**src/rtl/core/asse_pkg.sv**
```systemverilog
// shared types and constants for the swing speed estimator
package asse_pkg;

  typedef enum logic [1:0] {
    OP_MUL,
    OP_DIV,
    OP_SQRT
  } op_e;

  typedef struct packed {
    logic start;
    op_e  op;
  } unit_ctl_t;

  typedef struct packed {
    logic busy;
    logic done;
  } unit_sts_t;

  typedef enum logic [3:0] {
    ST_IDLE,
    ST_PG,
    ST_AM,
    ST_AD,
    ST_SQ,
    ST_RT,
    ST_MIX,
    ST_OUT,
    ST_GM,
    ST_GD,
    ST_RD,
    ST_RM
  } state_e;

  localparam int CFG_IDX_W = 3;
  localparam logic [CFG_IDX_W-1:0] CFG_MIX_LOWER = 3'd0;
  localparam logic [CFG_IDX_W-1:0] CFG_MIX_CAP   = 3'd1;
  localparam logic [CFG_IDX_W-1:0] CFG_EDGE      = 3'd2;
  localparam logic [CFG_IDX_W-1:0] CFG_GAIN_UP   = 3'd3;
  localparam logic [CFG_IDX_W-1:0] CFG_GAIN_DOWN = 3'd4;

  localparam logic [31:0] MIX_LOWER_RST = 32'd13107;
  localparam logic [31:0] MIX_CAP_RST   = 32'd131072;
  localparam logic [31:0] EDGE_RST      = 32'd32768;
  localparam logic [15:0] GAIN_UP_RST   = 16'd4301;
  localparam logic [15:0] GAIN_DOWN_RST = 16'd6144;

  // 9.81 m/s^2 in q16.16
  localparam logic [19:0] G_Q16      = 20'd642908;
  // step divisor 4096000000 = 2^18 * 15625
  localparam logic [31:0] STEP_HALF  = 32'd2048000000;
  localparam int          STEP_SHIFT = 18;
  localparam logic [13:0] STEP_ODD   = 14'd15625;
  localparam logic [16:0] MIX_ONE    = 17'd65536;

endpackage

```
**src/rtl/core/asse_unit.sv**
```systemverilog
// bit-serial multiply, divide and square root unit
module asse_unit #(
  parameter int W = 66
) (
  input  logic                clk_i,
  input  logic                rst_ni,
  input  asse_pkg::unit_ctl_t ctl_i,
  input  logic [W-1:0]        a_i,
  input  logic [W-1:0]        b_i,
  output asse_pkg::unit_sts_t sts_o,
  output logic [W-1:0]        res_o
);

  localparam int CW     = $clog2(W + 1);
  localparam int HALF_W = W / 2;

  logic              busy_q, busy_d;
  logic              done_q, done_d;
  asse_pkg::op_e     op_q, op_d;
  logic [CW-1:0]     cnt_q, cnt_d;
  logic [W:0]        r0_q, r0_d;
  logic [W-1:0]      r1_q, r1_d;
  logic [W-1:0]      r2_q, r2_d;

  logic [W:0]        sub_x, sub_y;
  logic [W+1:0]      diff;
  logic              ge;
  logic [W-1:0]      sum;

  always_comb begin
    if (op_q == asse_pkg::OP_SQRT) begin
      sub_x = {r0_q[W-2:0], r1_q[W-1:W-2]};
      sub_y = {r2_q[W-2:0], 2'b01};
    end else begin
      sub_x = {r0_q[W-1:0], r1_q[W-1]};
      sub_y = {1'b0, r2_q};
    end
    diff = {1'b0, sub_x} - {1'b0, sub_y};
    ge   = ~diff[W+1];
    sum  = r0_q[W-1:0] + r1_q;
  end

  always_comb begin
    busy_d = busy_q;
    done_d = 1'b0;
    op_d   = op_q;
    cnt_d  = cnt_q;
    r0_d   = r0_q;
    r1_d   = r1_q;
    r2_d   = r2_q;
    if (!busy_q) begin
      if (ctl_i.start) begin
        busy_d = 1'b1;
        op_d   = ctl_i.op;
        r0_d   = '0;
        r1_d   = a_i;
        r2_d   = b_i;
        cnt_d  = CW'(W);
        if (ctl_i.op == asse_pkg::OP_SQRT) begin
          r2_d  = '0;
          cnt_d = CW'(HALF_W);
        end
      end
    end else begin
      case (op_q)
        asse_pkg::OP_MUL: begin
          if (r2_q == '0) begin
            busy_d = 1'b0;
            done_d = 1'b1;
          end else begin
            if (r2_q[0]) begin
              r0_d = {1'b0, sum};
            end
            r1_d = {r1_q[W-2:0], 1'b0};
            r2_d = {1'b0, r2_q[W-1:1]};
          end
        end
        asse_pkg::OP_DIV: begin
          r0_d  = ge ? diff[W:0] : sub_x;
          r1_d  = {r1_q[W-2:0], ge};
          cnt_d = cnt_q - 1'b1;
          if (cnt_q == CW'(1)) begin
            busy_d = 1'b0;
            done_d = 1'b1;
          end
        end
        asse_pkg::OP_SQRT: begin
          r0_d  = ge ? diff[W:0] : sub_x;
          r1_d  = {r1_q[W-3:0], 2'b00};
          r2_d  = {r2_q[W-2:0], ge};
          cnt_d = cnt_q - 1'b1;
          if (cnt_q == CW'(1)) begin
            busy_d = 1'b0;
            done_d = 1'b1;
          end
        end
        default: begin
          busy_d = 1'b0;
        end
      endcase
    end
  end

  always_ff @(posedge clk_i or negedge rst_ni) begin
    if (!rst_ni) begin
      busy_q <= 1'b0;
      done_q <= 1'b0;
      op_q   <= asse_pkg::OP_MUL;
      cnt_q  <= '0;
    end else begin
      busy_q <= busy_d;
      done_q <= done_d;
      op_q   <= op_d;
      cnt_q  <= cnt_d;
    end
  end

  always_ff @(posedge clk_i) begin
    r0_q <= r0_d;
    r1_q <= r1_d;
    r2_q <= r2_d;
  end

  always_comb begin
    case (op_q)
      asse_pkg::OP_MUL:  res_o = r0_q[W-1:0];
      asse_pkg::OP_DIV:  res_o = r1_q;
      asse_pkg::OP_SQRT: res_o = r2_q;
      default:           res_o = '0;
    endcase
  end

  assign sts_o.busy = busy_q;
  assign sts_o.done = done_q;

endmodule

```
**src/rtl/core/accel_swing_speed_estimator_core.sv**
```systemverilog
// Swing speed estimator: integrates three-axis acceleration into saturating
// velocities, reports speed and mix level, then damps the velocities. Every
// multiply, divide and square root runs one bit per cycle on a single shared
// unit whose width W is the largest of 2*VEL_BITS+2, 96-VEL_BITS, 64 and
// 2*max(ACCEL_BITS,16)+38, rounded up to even (70 at the defaults). The divide
// by the odd part of the step constant is a multiply by its reciprocal. One
// request runs up to four divides, a square root and fifteen multiplies; the
// damping pass is skipped when the speed is zero. The block takes no new
// request until the damping of the previous one is done. The result sits in an
// output register, so damping goes on while the result waits. Config writes are
// always accepted and should only be made while no request is in flight.
module accel_swing_speed_estimator_core #(
  parameter int ACCEL_BITS = 16,
  parameter int VEL_BITS   = 32
) (
  input  logic                               clk_i,
  input  logic                               rst_ni,
  input  logic                               in_valid_i,
  output logic                               in_ready_o,
  input  logic signed [ACCEL_BITS-1:0]       accel_x_i,
  input  logic signed [ACCEL_BITS-1:0]       accel_y_i,
  input  logic signed [ACCEL_BITS-1:0]       accel_z_i,
  input  logic [15:0]                        step_us_i,
  output logic                               out_valid_o,
  input  logic                               out_ready_i,
  output logic [31:0]                        speed_o,
  output logic [16:0]                        mix_o,
  input  logic                               cfg_valid_i,
  output logic                               cfg_ready_o,
  input  logic [asse_pkg::CFG_IDX_W-1:0]     cfg_index_i,
  input  logic [31:0]                        cfg_data_i
);

  localparam int AB  = ACCEL_BITS;
  localparam int VB  = VEL_BITS;
  localparam int F   = 64 - VEL_BITS;
  // dividends of the step divide stay below 2^XB
  localparam int XB  = ((ACCEL_BITS > 16) ? ACCEL_BITS : 16) + 18;
  localparam int RSH = XB + 14;
  localparam int WR  = 2 * XB + 2;
  localparam int WA  = 2 * VEL_BITS + 2;
  localparam int WB  = 96 - VEL_BITS;
  localparam int WM0 = (WA > WB) ? WA : WB;
  localparam int WM1 = (WM0 > 64) ? WM0 : 64;
  localparam int WM  = (WM1 > WR) ? WM1 : WR;
  localparam int W   = WM + (WM % 2);
  localparam int SW  = W + 2;

  localparam logic [63:0] RECIP = ((64'd1 << RSH) + 64'(asse_pkg::STEP_ODD) - 64'd1) /
                                  64'(asse_pkg::STEP_ODD);

  localparam logic signed [SW-1:0] VMAX_X = signed'({{(SW-VB+1){1'b0}}, {(VB-1){1'b1}}});
  localparam logic signed [SW-1:0] VMIN_X = signed'({{(SW-VB+1){1'b1}}, {(VB-1){1'b0}}});
  localparam logic signed [VB-1:0] VMAX_V = signed'({1'b0, {(VB-1){1'b1}}});
  localparam logic signed [VB-1:0] VMIN_V = signed'({1'b1, {(VB-1){1'b0}}});

  asse_pkg::state_e state_q, state_d;

  logic [1:0]              idx_q;
  logic signed [AB-1:0]    ax_q [3];
  logic [15:0]             us_q;
  logic [W-1:0]            p_q, tmp_q, d_q, sum_q, speed_q;
  logic signed [VB-1:0]    vel_q [3];
  logic                    flag_q;
  logic [16:0]             mix_q;
  logic [31:0]             lower_q, cap_q, edge_q;
  logic [15:0]             gup_q, gdn_q;
  logic                    out_valid_q;
  logic [31:0]             out_speed_q;
  logic [16:0]             out_mix_q;

  asse_pkg::unit_ctl_t     uctl;
  asse_pkg::unit_sts_t     usts;
  logic [W-1:0]            ua, ub, ures;
  logic                    need;
  logic                    done;

  logic signed [AB-1:0]    acur;
  logic [AB-1:0]           amag;
  logic signed [VB-1:0]    vcur;
  logic [VB-1:0]           vmag;
  logic [W-1:0]            step_rnd, step_val, step_quo, del;
  logic [W-1:0]            upd_amt;
  logic                    upd_sub;
  logic signed [SW-1:0]    v_ext, a_ext, vsum;
  logic signed [VB-1:0]    vnew;
  logic                    le_low, ge_cap, gt_edge, flag_new;
  logic                    out_load, last_axis;

  assign done      = usts.done;
  assign last_axis = (idx_q == 2'd2);
  assign out_load  = (state_q == asse_pkg::ST_OUT) && (!out_valid_q || out_ready_i);

  // datapath helpers
  always_comb begin
    acur     = ax_q[idx_q];
    amag     = acur[AB-1] ? (~acur + 1'b1) : acur;
    vcur     = vel_q[idx_q];
    vmag     = vcur[VB-1] ? (~vcur + 1'b1) : vcur;
    step_rnd = ures + W'(asse_pkg::STEP_HALF);
    step_val = step_rnd >> asse_pkg::STEP_SHIFT;
    step_quo = ures >> RSH;
    del      = (ures + (W'(1) << (F - 1))) >> F;
    if (state_q == asse_pkg::ST_AD) begin
      upd_amt = step_quo;
      upd_sub = acur[AB-1];
    end else begin
      upd_amt = del;
      upd_sub = ~vcur[VB-1];
    end
    v_ext = signed'({{(SW-VB){vcur[VB-1]}}, vcur});
    a_ext = signed'({2'b00, upd_amt});
    vsum  = upd_sub ? (v_ext - a_ext) : (v_ext + a_ext);
    if (vsum > VMAX_X) begin
      vnew = VMAX_V;
    end else if (vsum < VMIN_X) begin
      vnew = VMIN_V;
    end else begin
      vnew = vsum[VB-1:0];
    end
    le_low  = (ures <= W'(lower_q));
    ge_cap  = (ures >= W'(cap_q));
    gt_edge = (ures > W'(edge_q));
    // set wins over clear
    flag_new = le_low ? 1'b1 : (gt_edge ? 1'b0 : flag_q);
  end

  // next state
  always_comb begin
    state_d = state_q;
    case (state_q)
      asse_pkg::ST_IDLE: if (in_valid_i) state_d = asse_pkg::ST_PG;
      asse_pkg::ST_PG:   if (done) state_d = asse_pkg::ST_AM;
      asse_pkg::ST_AM:   if (done) state_d = asse_pkg::ST_AD;
      asse_pkg::ST_AD: begin
        if (done) state_d = last_axis ? asse_pkg::ST_SQ : asse_pkg::ST_AM;
      end
      asse_pkg::ST_SQ: begin
        if (done && last_axis) state_d = asse_pkg::ST_RT;
      end
      asse_pkg::ST_RT: begin
        if (done) state_d = (le_low || ge_cap) ? asse_pkg::ST_OUT : asse_pkg::ST_MIX;
      end
      asse_pkg::ST_MIX:  if (done) state_d = asse_pkg::ST_OUT;
      asse_pkg::ST_OUT: begin
        if (out_load) state_d = (speed_q == '0) ? asse_pkg::ST_IDLE : asse_pkg::ST_GM;
      end
      asse_pkg::ST_GM:   if (done) state_d = asse_pkg::ST_GD;
      asse_pkg::ST_GD:   if (done) state_d = asse_pkg::ST_RD;
      asse_pkg::ST_RD:   if (done) state_d = asse_pkg::ST_RM;
      asse_pkg::ST_RM: begin
        if (done) state_d = last_axis ? asse_pkg::ST_IDLE : asse_pkg::ST_RD;
      end
      default: state_d = asse_pkg::ST_IDLE;
    endcase
  end

  // unit operands and handshake outputs
  always_comb begin
    need    = 1'b1;
    uctl.op = asse_pkg::OP_MUL;
    ua      = '0;
    ub      = '0;
    case (state_q)
      asse_pkg::ST_PG: begin
        ua = W'(asse_pkg::G_Q16);
        ub = W'(us_q);
      end
      asse_pkg::ST_AM: begin
        ua = p_q;
        ub = W'(amag);
      end
      // divide by the odd part of the step constant through its reciprocal
      asse_pkg::ST_AD, asse_pkg::ST_GD: begin
        ua = W'(RECIP);
        ub = tmp_q;
      end
      asse_pkg::ST_SQ: begin
        ua = W'(vmag);
        ub = W'(vmag);
      end
      asse_pkg::ST_RT: begin
        uctl.op = asse_pkg::OP_SQRT;
        ua      = sum_q;
      end
      asse_pkg::ST_MIX: begin
        uctl.op = asse_pkg::OP_DIV;
        ua      = (speed_q - W'(lower_q)) << 16;
        ub      = W'(cap_q - lower_q);
      end
      asse_pkg::ST_GM: begin
        ua = p_q;
        ub = W'(flag_q ? gup_q : gdn_q);
      end
      asse_pkg::ST_RD: begin
        uctl.op = asse_pkg::OP_DIV;
        ua      = W'(vmag) << F;
        ub      = speed_q;
      end
      asse_pkg::ST_RM: begin
        ua = tmp_q;
        ub = d_q;
      end
      default: need = 1'b0;
    endcase
    uctl.start = need && !usts.busy && !usts.done;
  end

  assign in_ready_o  = (state_q == asse_pkg::ST_IDLE);
  assign cfg_ready_o = 1'b1;
  assign out_valid_o = out_valid_q;
  assign speed_o     = out_speed_q;
  assign mix_o       = out_mix_q;

  asse_unit #(
    .W (W)
  ) u_unit (
    .clk_i  (clk_i),
    .rst_ni (rst_ni),
    .ctl_i  (uctl),
    .a_i    (ua),
    .b_i    (ub),
    .sts_o  (usts),
    .res_o  (ures)
  );

  always_ff @(posedge clk_i or negedge rst_ni) begin
    if (!rst_ni) begin
      state_q     <= asse_pkg::ST_IDLE;
      idx_q       <= 2'd0;
      vel_q[0]    <= '0;
      vel_q[1]    <= '0;
      vel_q[2]    <= '0;
      flag_q      <= 1'b1;
      out_valid_q <= 1'b0;
      lower_q     <= asse_pkg::MIX_LOWER_RST;
      cap_q       <= asse_pkg::MIX_CAP_RST;
      edge_q      <= asse_pkg::EDGE_RST;
      gup_q       <= asse_pkg::GAIN_UP_RST;
      gdn_q       <= asse_pkg::GAIN_DOWN_RST;
    end else begin
      state_q <= state_d;
      if (cfg_valid_i) begin
        case (cfg_index_i)
          asse_pkg::CFG_MIX_LOWER: lower_q <= cfg_data_i;
          asse_pkg::CFG_MIX_CAP:   cap_q   <= cfg_data_i;
          asse_pkg::CFG_EDGE:      edge_q  <= cfg_data_i;
          asse_pkg::CFG_GAIN_UP:   gup_q   <= cfg_data_i[15:0];
          asse_pkg::CFG_GAIN_DOWN: gdn_q   <= cfg_data_i[15:0];
          default: ;
        endcase
      end
      if (state_q == asse_pkg::ST_IDLE) begin
        idx_q <= 2'd0;
      end else if (done && (state_q == asse_pkg::ST_AD || state_q == asse_pkg::ST_SQ ||
                            state_q == asse_pkg::ST_RM)) begin
        idx_q <= last_axis ? 2'd0 : idx_q + 2'd1;
      end
      if (done && (state_q == asse_pkg::ST_AD || state_q == asse_pkg::ST_RM)) begin
        vel_q[idx_q] <= vnew;
      end
      if (done && state_q == asse_pkg::ST_RT) begin
        flag_q <= flag_new;
      end
      if (out_load) begin
        out_valid_q <= 1'b1;
      end else if (out_ready_i) begin
        out_valid_q <= 1'b0;
      end
    end
  end

  always_ff @(posedge clk_i) begin
    if (in_valid_i && in_ready_o) begin
      ax_q[0] <= accel_x_i;
      ax_q[1] <= accel_y_i;
      ax_q[2] <= accel_z_i;
      us_q    <= step_us_i;
      sum_q   <= '0;
    end
    if (done) begin
      case (state_q)
        asse_pkg::ST_PG:  p_q   <= ures;
        asse_pkg::ST_AM:  tmp_q <= step_val;
        asse_pkg::ST_SQ:  sum_q <= sum_q + ures;
        asse_pkg::ST_RT: begin
          speed_q <= ures;
          mix_q   <= le_low ? 17'd0 : asse_pkg::MIX_ONE;
        end
        asse_pkg::ST_MIX: mix_q <= ures[16:0];
        asse_pkg::ST_GM:  tmp_q <= step_val;
        asse_pkg::ST_GD:  d_q   <= step_quo;
        asse_pkg::ST_RD:  tmp_q <= ures;
        default: ;
      endcase
    end
    if (out_load) begin
      out_speed_q <= (speed_q > W'(32'hFFFF_FFFF)) ? 32'hFFFF_FFFF : speed_q[31:0];
      out_mix_q   <= mix_q;
    end
  end

  // a new request only lands on an idle unit
  assert property (@(posedge clk_i) disable iff (!rst_ni)
    in_ready_o |-> !usts.busy)
    else $error("request accepted while unit busy");

  assert property (@(posedge clk_i) disable iff (!rst_ni)
    uctl.start |-> !usts.busy && !usts.done)
    else $error("unit started while busy");

  assert property (@(posedge clk_i) disable iff (!rst_ni)
    out_valid_o |-> (mix_o <= asse_pkg::MIX_ONE))
    else $error("mix above one");

  assert property (@(posedge clk_i) disable iff (!rst_ni)
    (in_valid_i && in_ready_o) |=> (state_q == asse_pkg::ST_PG))
    else $error("accepted request did not start");

endmodule
```
**config.mk**
```make
export PLATFORM = sky130hd
export DESIGN_NAME = accel_swing_speed_estimator_core
export DESIGN_NICKNAME = d
export VERILOG_FILES = /design/src/rtl/core/asse_pkg.sv /design/src/rtl/core/asse_unit.sv /design/src/rtl/core/accel_swing_speed_estimator_core.sv
export SDC_FILE = /design/constraint.sdc
export NUM_CORES = 2
export LEC_CHECK = 0
export BUFFER_PORTS_ARGS = -buffer_cell sky130_fd_sc_hd__buf_2
export CAP_MARGIN = 20
export CORE_MARGIN = 3
export CORE_UTILIZATION = 56
export DETAILED_ROUTE_END_ITERATION = 16
export PLACE_DENSITY = 0.8
export SYNTH_ARGS = -nofsm -noshare
export SYNTH_HDL_FRONTEND = slang
export SYNTH_SLANG_ARGS = --single-unit
```
**constraint.sdc**
```tcl
create_clock -name clk_i -period 12.7 [get_ports clk_i]
set_input_delay 2.54 -clock clk_i [delete_from_list [all_inputs] [get_ports clk_i]]
set_output_delay 2.54 -clock clk_i [all_outputs]
set_load 0.05 [all_outputs]
```
==> run_results.csv <==
group,metric,value,unit
run_status,status,"complete, but fails checks",
run_status,violations,"max-slew violations",
detailed_routing,final_antenna_net_count,0,
worst_setup_path,cp_slowest_cell,"nor4_2",
worst_setup_path,critical_path_arrival,11.16,ns
placed_design,port_buffers,154,
die,die_width,343.2,microns
yosys,synthFlopType,"edfxtp_1",
clocking,clk_path_buf_depth,3,
power,total_power,19.73,mW
detailed_routing,vias,59845,
sta,rsz0062_at_grt,"false",
yosys,syn_avg_cell_area,9.135,sq um
detailed_routing,wirelength,246700,microns
sta,period_share,83.05,%
clocking,cts-resized-gates,0,
die,ioPinCount,156,
yosys,synth_commonest_cells,"704 x nand2_1, 614 x a21oi_1, 578 x o21ai_0",
final_layout,layout-drive-gt1-share,10.82,%
global_route,grt_pass1_vias,54695,
power,power.density,283.6,nW/um^2
yosys,synth-simple-area-share,14.76,%
sta,worst_pin_slew,1.505,ns
worst_setup_path,end_kind,"flip-flop",
global_route,antenna_found_initial,11,
worst_setup_path,rr_worst_depth,31,
placed_design,dpl_cell_area,66100,sq um
yosys,ys.warnings.count,0,
yosys,synth_top_family_by_area,"compound AO/OA/AOI/OAI gates",
worst_setup_path,r2r-end,"vel_q[0]",
final_layout,nets,7494,
sta,final_hold_viol_count,0,
detailed_routing,wl_per_cell,28.82,microns
worst_setup_path,path_buf_inv,3,
hold_path,hold_class,"flip-flop to flip-flop",
die,dieHeight,343.2,microns
yosys,synth.cell_area,63680,sq um
power,power.leakage,27.40,nW
global_route,grt_usage,40.57,%
sta,slew_violations,7,
final_layout,finalInstanceArea,69590,sq um
worst_setup_path,crit_path_max_incr_delay,0.97,ns
sta,worst_slack,2.153,ns
worst_setup_path,cp_top_family,"simple AND/OR/NAND/NOR gates",
yosys,synth_cell_types,103,
detailed_routing,drc,0,
placed_design,dp_cells,8359,
yosys,synthCells,6971,
final_layout,final_util,61.77,%
yosys,synth-compound-area-share,24.03,%
final_layout,final_cells,8562,
sta,worst_hold_slack,0.4192,ns
clocking,numCtsBuffers,98,
final_layout,areaGrowthSynthToFinish,9.278,%
hold_path,min_from,"mix_q[8]",
yosys,synthAdderAreaFrac,8.406,%
worst_setup_path,r2r-start,"u_unit.op_q[0]",
clocking,cts_hold_buf,0,
worst_setup_path,critical_path_class,"flip-flop to flip-flop",
clocking,cts-root-buf,"clkbuf_16",
sta,setup_viol_count_final,0,
global_route,grt_remaining_overflow,0,
worst_setup_path,crit_top_cell,"xnor2_1",
die,core_area,112700,sq um
clocking,h-tree-depth,3,
global_route,grt_pass1_wl,357700,microns
placed_design,place_congestion,1.072,
die,num_rows,123,
clocking,path_clk_slew,0.06,ns
power,ir_drop,0.0001787,V
placed_design,post-place-ws,2.572,ns
clocking,post_cts_buffers,0,
yosys,synth_top_area_share,26.97,%
detailed_routing,first_pass_iters,10,
worst_setup_path,startpoint_type,"flip-flop",
die,start_util,56.53,%
clocking,cts_sinks,885,
die,die_area,117800,sq um
sta,relSlewSlack,-0.3337,%
sta,fin_tns_setup,0,ns
yosys,netlist_top_cells_area,"edfxtp_1 27%, dfrtp_1 8.8%, ha_1 8.2%, a21oi_1 4.8%, o21ai_0 4.5%",
yosys,yosysMostFrequentCell,"nand2_1",
run,maxCapViolCount,0,
sta,min_period,10.55,ns
sta,fmax,94.81,MHz
yosys,synth_edf_count,572,
yosys,synth_xor_area_share,5.983,%
hold_path,whs_path_depth,0,
yosys,ys_seq_elements,885,
yosys,muxShareOfSynthArea,4.215,%
clocking,cts_tree,"yes",
sta,skew,0.04679,ns
detailed_routing,first_iter_violations,10198,
yosys,synth_top_area_cell,"edfxtp_1",
placed_design,dpl.hpwl,184600,microns
hold_path,whs_endpoint,"mix_o[8]",
global_route,grt_max_degree,159,
yosys,synthArstFlopShare,27.46,%
detailed_routing,viasPerCell,6.990,
worst_setup_path,cp_max_fo,52,
clocking,clkLatencyLatePin,0.72,ns
worst_setup_path,r2r_slack,2.15,ns
yosys,synth_seq_area_share,38.76,%
yosys,syn_nets,7496,
worst_setup_path,critical_path_required,13.32,ns
## state kept, by name, summed over array words and instances (netlist names), 48 cells and up
signal	cells
u_unit.r2_q	70
u_unit.r0_q	70
p_q	70
speed_q	70
ax_q	48
sum_q	70
u_unit.r1_q	70
tmp_q	70
vel_q	96
## layout by cell type, fill, tap and decap left out, types with 104 or more instances in the layout
master    Yosys  layout
mux2i_1     150     150
nand2_1     704     699
mux2_2      104     104
xnor2_1     248     248
xor2_1      187     187
a21o_1      219     219
inv_1       213     212
a22oi_1     109     109
ha_1        415     411
a222oi_1    129     129
a21oi_1     614     612
edfxtp_1    572     572
buf_4        10     143
buf_2        14     153
nor3_1      127     119
dfrtp_1     224     221
nor2_1      468     460
o21ai_0     578     578
## logic make-up (layout without fill, tap and decap cells)
family                     Yosys count  in the layout
adders and majority gates          425            425
buffers and inverters              626            709
muxes                              255            255
DFF                                885            885
AOI/OAI and AO/OA                 2367           2367
other                                1              9
and+or+nand+nor                   1977           1977
xor gates and xnor gates           435            435
## worst max path at each step
stage / from / endpoint / slack [ns] / depth (start not counted)
floorplan: u_unit.op_q[0] / vel_q[5] / 4.31 / 39
global placement: u_unit.op_q[0] / vel_q[64] / 2.82 / 31
detailed placement: u_unit.op_q[0] / vel_q[64] / 2.57 / 31
CTS: u_unit.op_q[0] / vel_q[70] / 2.53 / 31
global route: u_unit.op_q[0] / vel_q[18] / 1.57 / 31
finish: u_unit.op_q[0] / vel_q[0] / 2.15 / 31
## metal layers
layer,global-route usage (%),wire [microns],vias to the layer above
li1,-,-,26270
met1,55.01,93630,28358
met2,56.19,97540,4385
met3,13.17,37030,828
met4,24.51,18490,4
met5,0.2042,27,-
## where the power goes
group | total (mW) | internal, mW | switching, mW
combinational | 12.0 | 4.38 | 7.58
clock | 3.02 | 1.73 | 1.29
sequential | 4.75 | 3.97 | 0.778
total | 19.7 | 10.1 | 9.65
## area by class of cell
cell class,instances,area (sq um)
fillers,9469,43070
multi-input cells,5460,36840
repair buffers,308,1987
well taps,1500,1877
inverters,216,812.0
flip-flops and latches,885,24690
clock buffers,131,2720
diodes,8,20.02
clock inverters,54,639.4
Note: power is estimated with default switching activity, not from simulation.
